$ cat src/rtl/button_debounce_autorepeat_unit_macros.svh
// Assertion macros shared by the debounce and auto-repeat RTL.
`ifndef BUTTON_DEBOUNCE_AUTOREPEAT_UNIT_MACROS_SVH
`define BUTTON_DEBOUNCE_AUTOREPEAT_UNIT_MACROS_SVH

// Same-cycle implication, checked only outside reset.
`define BDA_ASSERT_IMPL(label, clk, rst_n, ante, cons) \
  label: assert property (@(posedge clk) disable iff (!rst_n) (ante) |-> (cons)) \
    else $error("bda assertion failed");

// Next-cycle implication, checked only outside reset.
`define BDA_ASSERT_NEXT(label, clk, rst_n, ante, cons) \
  label: assert property (@(posedge clk) disable iff (!rst_n) (ante) |=> (cons)) \
    else $error("bda assertion failed");

`endif

$ cat src/rtl/bda_pkg.sv
// Types and constants for the button debounce and auto-repeat unit.
package bda_pkg;

  localparam int unsigned CFG_IDX_W  = 2;
  localparam int unsigned CFG_DATA_W = 16;

  localparam logic [CFG_IDX_W-1:0] CFG_LOCKOUT_MS       = 2'd0;
  localparam logic [CFG_IDX_W-1:0] CFG_REPEAT_DELAY_MS  = 2'd1;
  localparam logic [CFG_IDX_W-1:0] CFG_REPEAT_PERIOD_MS = 2'd2;

  localparam logic [CFG_DATA_W-1:0] LOCKOUT_MS_RESET       = 16'd50;
  localparam logic [CFG_DATA_W-1:0] REPEAT_DELAY_MS_RESET  = 16'd500;
  localparam logic [CFG_DATA_W-1:0] REPEAT_PERIOD_MS_RESET = 16'd100;

  typedef struct packed {
    logic [3:0]  direction_levels;
    logic [3:0]  action_levels;
    logic [31:0] now_ms;
  } bda_in_t;

  typedef struct packed {
    logic       direction_event;
    logic [3:0] direction_bits;
    logic [3:0] press_mask;
    logic [3:0] release_mask;
    logic       locked_out;
  } bda_out_t;

endpackage

$ cat src/rtl/button_debounce_autorepeat_unit.sv
// Button debounce with shared lockout window and direction auto-repeat.
// An input transfer is registered in the input stage, then its result in the result register.
// One sample per cycle unless a low out_ready holds the result; the state update is a single registered pass.
// The input register and the result register each hold one item.
// Reset (synchronous, rst_n low) clears the history and timers and loads the
// default lockout, repeat delay and repeat period.
`include "button_debounce_autorepeat_unit_macros.svh"

module button_debounce_autorepeat_unit (
  input  logic                                clk,
  input  logic                                rst_n,
  input  logic                                in_valid,
  output logic                                in_ready,
  input  bda_pkg::bda_in_t                    in_data,
  output logic                                out_valid,
  input  logic                                out_ready,
  output bda_pkg::bda_out_t                   out_data,
  input  logic                                cfg_we,
  input  logic [bda_pkg::CFG_IDX_W-1:0]       cfg_index,
  input  logic [bda_pkg::CFG_DATA_W-1:0]      cfg_wdata
);

  // Configuration registers.
  logic [bda_pkg::CFG_DATA_W-1:0] lockout_ms_r;
  logic [bda_pkg::CFG_DATA_W-1:0] repeat_delay_ms_r;
  logic [bda_pkg::CFG_DATA_W-1:0] repeat_period_ms_r;

  // Input stage and result stage.
  logic              s1_valid_r;
  bda_pkg::bda_in_t  s1_data_r;
  logic              out_valid_r;
  bda_pkg::bda_out_t out_data_r;

  // Sample history and timers.
  logic [7:0]  prev_levels_r;
  logic [31:0] lockout_start_r;
  logic        repeat_active_r;
  logic [31:0] hold_start_r;
  logic [31:0] last_repeat_r;

  logic [7:0]  prev_levels_nxt;
  logic [31:0] lockout_start_nxt;
  logic        repeat_active_nxt;
  logic [31:0] hold_start_nxt;
  logic [31:0] last_repeat_nxt;
  bda_pkg::bda_out_t result;

  logic        advance;
  logic        in_xfer;
  logic [3:0]  dir;
  logic [3:0]  act;
  logic [31:0] now;
  logic [31:0] lock_age;
  logic [31:0] hold_age;
  logic [31:0] repeat_age;
  logic        locked;
  logic        same_dir;
  logic        fire_first;
  logic        fire_repeat;
  logic        fire;
  logic [3:0]  press;
  logic [3:0]  release_m;

  assign advance   = s1_valid_r && (!out_valid_r || out_ready);
  assign in_ready  = !s1_valid_r || advance;
  assign in_xfer   = in_valid && in_ready;
  assign out_valid = out_valid_r;
  assign out_data  = out_data_r;

  assign dir = s1_data_r.direction_levels;
  assign act = s1_data_r.action_levels;
  assign now = s1_data_r.now_ms;

  // Modular differences keep the comparisons correct across clock wrap.
  assign lock_age   = now - lockout_start_r;
  assign hold_age   = now - hold_start_r;
  assign repeat_age = now - last_repeat_r;
  assign locked     = lock_age <= {16'd0, lockout_ms_r};

  assign same_dir    = (dir != 4'd0) && (dir == prev_levels_r[3:0]);
  assign fire_first  = !locked && same_dir && !repeat_active_r;
  assign fire_repeat = !locked && same_dir && repeat_active_r &&
                       (hold_age > {16'd0, repeat_delay_ms_r}) &&
                       (repeat_age > {16'd0, repeat_period_ms_r});
  assign fire        = fire_first || fire_repeat;

  assign press     = act & ~prev_levels_r[7:4];
  assign release_m = ~act & prev_levels_r[7:4];

  always_comb begin
    prev_levels_nxt   = prev_levels_r;
    lockout_start_nxt = lockout_start_r;
    repeat_active_nxt = repeat_active_r;
    hold_start_nxt    = hold_start_r;
    last_repeat_nxt   = last_repeat_r;
    result            = '0;
    if (locked) begin
      result.locked_out = 1'b1;
    end else begin
      prev_levels_nxt = {act, dir};
      if (dir == 4'd0) begin
        repeat_active_nxt = 1'b0;
      end else if (fire_first) begin
        repeat_active_nxt = 1'b1;
        hold_start_nxt    = now;
      end
      if (fire) begin
        last_repeat_nxt = now;
      end
      // A first direction event and any action edge both reopen the lockout.
      if (fire_first || (|(press | release_m))) begin
        lockout_start_nxt = now;
      end
      result.direction_event = fire;
      result.direction_bits  = fire ? dir : 4'd0;
      result.press_mask      = press;
      result.release_mask    = release_m;
    end
  end

  always_ff @(posedge clk) begin
    if (!rst_n) begin
      lockout_ms_r       <= bda_pkg::LOCKOUT_MS_RESET;
      repeat_delay_ms_r  <= bda_pkg::REPEAT_DELAY_MS_RESET;
      repeat_period_ms_r <= bda_pkg::REPEAT_PERIOD_MS_RESET;
    end else if (cfg_we) begin
      case (cfg_index)
        bda_pkg::CFG_LOCKOUT_MS:       lockout_ms_r       <= cfg_wdata;
        bda_pkg::CFG_REPEAT_DELAY_MS:  repeat_delay_ms_r  <= cfg_wdata;
        bda_pkg::CFG_REPEAT_PERIOD_MS: repeat_period_ms_r <= cfg_wdata;
        default: ;
      endcase
    end
  end

  always_ff @(posedge clk) begin
    if (!rst_n) begin
      s1_valid_r      <= 1'b0;
      out_valid_r     <= 1'b0;
      prev_levels_r   <= '0;
      lockout_start_r <= '0;
      repeat_active_r <= 1'b0;
      hold_start_r    <= '0;
      last_repeat_r   <= '0;
    end else begin
      if (in_xfer) begin
        s1_valid_r <= 1'b1;
      end else if (advance) begin
        s1_valid_r <= 1'b0;
      end
      if (advance) begin
        out_valid_r     <= 1'b1;
        prev_levels_r   <= prev_levels_nxt;
        lockout_start_r <= lockout_start_nxt;
        repeat_active_r <= repeat_active_nxt;
        hold_start_r    <= hold_start_nxt;
        last_repeat_r   <= last_repeat_nxt;
      end else if (out_ready) begin
        out_valid_r <= 1'b0;
      end
    end
  end

  always_ff @(posedge clk) begin
    if (in_xfer) begin
      s1_data_r <= in_data;
    end
    if (advance) begin
      out_data_r <= result;
    end
  end

  `BDA_ASSERT_IMPL(a_locked_result_clean, clk, rst_n,
    out_valid_r && out_data_r.locked_out,
    !out_data_r.direction_event && out_data_r.direction_bits == 4'd0 &&
    out_data_r.press_mask == 4'd0 && out_data_r.release_mask == 4'd0)
  `BDA_ASSERT_IMPL(a_event_has_bits, clk, rst_n,
    out_valid_r && out_data_r.direction_event, out_data_r.direction_bits != 4'd0)
  `BDA_ASSERT_NEXT(a_locked_keeps_state, clk, rst_n,
    advance && locked,
    $stable(prev_levels_r) && $stable(lockout_start_r) && $stable(repeat_active_r))
  `BDA_ASSERT_IMPL(a_edges_disjoint, clk, rst_n,
    out_valid_r, (out_data_r.press_mask & out_data_r.release_mask) == 4'd0)

endmodule
$ cat config.mk
export PLATFORM = sky130hd
export DESIGN_NAME = button_debounce_autorepeat_unit
export DESIGN_NICKNAME = d
export VERILOG_FILES = /design/src/rtl/bda_pkg.sv /design/src/rtl/button_debounce_autorepeat_unit.sv
export VERILOG_INCLUDE_DIRS = /design/src /design/src/rtl
export SDC_FILE = /design/constraint.sdc
export NUM_CORES = 1
export LEC_CHECK = 0
export ABC_CLOCK_PERIOD_IN_PS = 11750
export BUFFER_PORTS_ARGS = -buffer_cell sky130_fd_sc_hd__buf_2
export CAP_MARGIN = 20
export CORE_ASPECT_RATIO = 1.4
export CORE_MARGIN = 10
export CORE_UTILIZATION = 30
export CTS_BUF_LIST = sky130_fd_sc_hd__clkbuf_2 sky130_fd_sc_hd__clkbuf_4 sky130_fd_sc_hd__clkbuf_8
export DETAILED_ROUTE_END_ITERATION = 8
export PLACE_DENSITY = 0.46
export SKIP_CTS_REPAIR_TIMING = 1
export SYNTH_ARGS = -nofsm -noshare
export SYNTH_HDL_FRONTEND = slang
export SYNTH_SLANG_ARGS = --single-unit
$ cat constraint.sdc
create_clock -name clk -period 11.75 [get_ports clk]
set_input_delay 0.5875 -clock clk [delete_from_list [all_inputs] [get_ports clk]]
set_output_delay 0.5875 -clock clk [all_outputs]
set_load 0.03 [all_outputs]
==> flow_summary.json <==
{
  "status": "finished clean",
  "track_usage_pct": 15.6,
  "synth_cell_types": 81,
  "rows": 96,
  "cp_cell_sequence": "inv_1 > ha_1 > inv_1 > fa_1 > a21o_1 > a221oi_1 > nor3_1 > or3b_2 > xor2_1 > ha_1 > nand4_1 > nor4_1 > a21boi_0 > o31ai_1 > o41ai_1 > nor4_1 > and4_1 > o2111a_1 > a311oi_1 > nand2_4 > mux2i_1",
  "relSlewSlack_pct": 32.0,
  "overflow": 0,
  "cts_made_buffers": 39,
  "crit_family": "compound AO/OA/AOI/OAI gates",
  "final-hold-violation-count": 0,
  "drcViolationCount": 0,
  "synthSimpleGateAreaFrac_pct": 18.5,
  "worstRegToRegCells": 21,
  "synth_top_family_by_area": "simple AND/OR/NAND/NOR gates",
  "final_critical_path_setup_slack_ns": 5.44,
  "grt_pass1_vias": 12798,
  "cp.arrival_ns": 6.81,
  "antenna_left": 0,
  "p_per_area_mw_per_mm2": 122,
  "dieHeight_um": 283,
  "synth-seq-area-share_pct": 31.8,
  "rr_startpoint": "now[0]",
  "setup_tns_ns": 0,
  "synth-edff-count": 54,
  "cap_violations": 0,
  "io_buffers": 78,
  "cp-end-kind": "flip-flop",
  "final_nets": 2069,
  "yosys_register_bits": 209,
  "min_period_over_period_pct": 53.7,
  "wl_per_cell_um": 19.0,
  "whs_path_depth": 1,
  "synth_area_leaders": "dfxtp_1, ha_1, edfxtp_1, nand2_1, mux2i_1",
  "clock_tree.buffer_depth": 3,
  "cp_max_fo": 32,
  "drive_gt1_share_pct": 9.50,
  "async_reset_ff_share_pct": 0,
  "holdCritPathClass": "in2reg",
  "min_from": "in_data[12]",
  "r2r_end": "last_repeat_r[12]",
  "core_area_mm2": 0.0490,
  "gp_congestion": 0.872,
  "dp_cells": 2449,
  "initial_core_util_pct": 30.3,
  "yosysTopAreaCell": "dfxtp_1",
  "hold_end": "now[12]",
  "stdcell_count": 2522,
  "preCtsSetupSlack_ns": 5.55,
  "cts.sinks": 209,
  "report.final.slew_viol_count": 0,
  "dpl.hpwl_um": 38100,
  "grt_pass1_wl_um": 73300,
  "fmax_ghz": 0.159,
  "synth_nets": 2022,
  "ir_drop_v": 0.0000820,
  "cp_slowest_cell": "a311oi_1",
  "drt_first_pass_iters": 5,
  "synth_warnings": 0,
  "fp.dieW_um": 208,
  "die-area_mm2": 0.0589,
  "criticalPathCategory": "reg2reg",
  "vias": 13009,
  "routed_wl_um": 47900,
  "place_area_mm2": 0.0157,
  "critPathBufInv": 2,
  "synthAdderAreaFrac_pct": 13.0,
  "insertion_delay_ns": 0.59,
  "drt_iter0_markers": 620,
  "max_stage_delay_ns": 0.78,
  "synth_area_mm2": 0.0149,
  "rsz0062_at_grt": "false",
  "synth_xor_area_share_pct": 3.88,
  "power.leakage_nw": 6.83,
  "clk_pin_slew_worst_paths_ns": 0.06,
  "cts_tree": "done",
  "io_pins": 79,
  "synth_compound_area_share_pct": 18.4,
  "syn_avg_cell_area_um2": 8.22,
  "synth_top_area_share_pct": 20.9,
  "avgViaCountPerCell": 5.16,
  "ys_top_cells_by_count": "nand2_1, a21oi_1, inv_1, dfxtp_1, ha_1",
  "synth.area.mux_share_pct": 7.35,
  "cts_root_buf": "clkbuf_8",
  "cp.required_ns": 12.25,
  "synth.most_common_cell": "nand2_1",
  "postLayoutCellArea_mm2": 0.0165,
  "synth_ff_type": "dfxtp_1",
  "grt_max_degree": 90,
  "worst_pin_slew_ns": 0.994,
  "cts_max_level": 2,
  "r2r_setup_slack_ns": 5.44,
  "antenna_found_initial": 1,
  "synth_cells": 1807,
  "start_kind": "flip-flop",
  "area_growth_pct": 11.3,
  "fin_skew_ns": 0.0233,
  "whs_ns": 0.167,
  "fin_crit_ns": 6.31,
  "finalSetupViolCount": 0
}
-- report_power, final --
group | total [mW] | switching (mW) | internal [mW]
sequential | 0.793 | 0.0262 | 0.767
combinational | 0.444 | 0.278 | 0.166
clock | 0.785 | 0.333 | 0.452
-- sequential cells by signal, indices dropped and copies added, names as in the netlist --
| signal | cells |
|---|---|
| lockout_ms_r | 16 |
| out_data | 14 |
| last_repeat_r | 32 |
| lockout_start_r | 32 |
| s1_valid_r | 1 |
| prev_levels_r | 8 |
| repeat_active_r | 1 |
| repeat_period_ms_r | 16 |
| repeat_delay_ms_r | 16 |
| act | 4 |
| out_valid | 1 |
| dir | 4 |
| hold_start_r | 32 |
| now | 32 |
-- final cells by class --
| class | instances | area, µm² |
|---|---|---|
| diodes | 1 | 2.50 |
| clock buffers | 57 | 703 |
| clock inverters | 14 | 148 |
| fillers | 5253 | 32500 |
| inverters | 167 | 627 |
| multi-input cells | 1353 | 9090 |
| flip-flops and latches | 209 | 4720 |
| well taps | 637 | 797 |
| repair buffers | 84 | 442 |
-- placed cells by master (no fill, tap or decap), types with 13 or more instances in the layout --
| cell | count |
|---|---|
| o21a_1 | 17 |
| ha_1 | 149 |
| nor2_1 | 87 |
| a31oi_1 | 16 |
| and2_1 | 15 |
| o21ai_0 | 70 |
| inv_1 | 167 |
| nor3_1 | 19 |
| nand4_1 | 39 |
| xor2_1 | 24 |
| dfxtp_1 | 155 |
| buf_2 | 77 |
| nand3_1 | 21 |
| nand2_1 | 317 |
| a21o_1 | 15 |
| clkbuf_8 | 44 |
| edfxtp_1 | 54 |
| clkbuf_4 | 13 |
| a21oi_1 | 181 |
| xnor2_1 | 40 |
| o211ai_1 | 30 |
| mux2i_1 | 108 |
-- metal layers --
| metal | up-vias | GRT usage (%) | routed length [µm] |
|---|---|---|---|
| met3 | 99 | 2.64 | 1680 |
| met1 | 6133 | 16.9 | 19300 |
| met2 | 279 | 28.6 | 24600 |
| met5 | - | 0 | 0 |
| met4 | 0 | 7.77 | 2350 |
| li1 | 6498 | - | - |
-- cell families (layout without fill, tap and decap cells) --
kind of cell             count (synthesis)  count (layout)
AND/OR/NAND/NOR                        590             590
AO/OA/AOI/OAI                          437             437
buffers and inverters                  245             322
flip-flops                             209             209
adder cells (fa/ha/maj)                152             152
multiplexers                           109             109
XOR/XNOR                                65              65
other                                    0               1
-- stage by stage --
step           utilization [%]  total power, mW
6_report                  33.7             2.02
5_1_grt                   33.7             2.13
4_1_cts                   33.7             2.05
3_5_place_dp              32.0             1.25
3_3_place_gp              32.0             1.25
2_1_floorplan                -             1.12
-- worst max path at each step --
stage	slack, ns	cells past startpoint	endpoint	start
floorplan	6.83	22	last_repeat_r[10]	now[0]
global placement	5.75	21	last_repeat_r[10]	now[0]
detailed placement	5.55	21	last_repeat_r[17]	now[0]
CTS	5.51	21	last_repeat_r[12]	now[0]
global route	4.92	21	last_repeat_r[12]	now[0]
finish	5.44	21	last_repeat_r[12]	now[0]
Note: power is estimated with default switching activity, not from simulation.
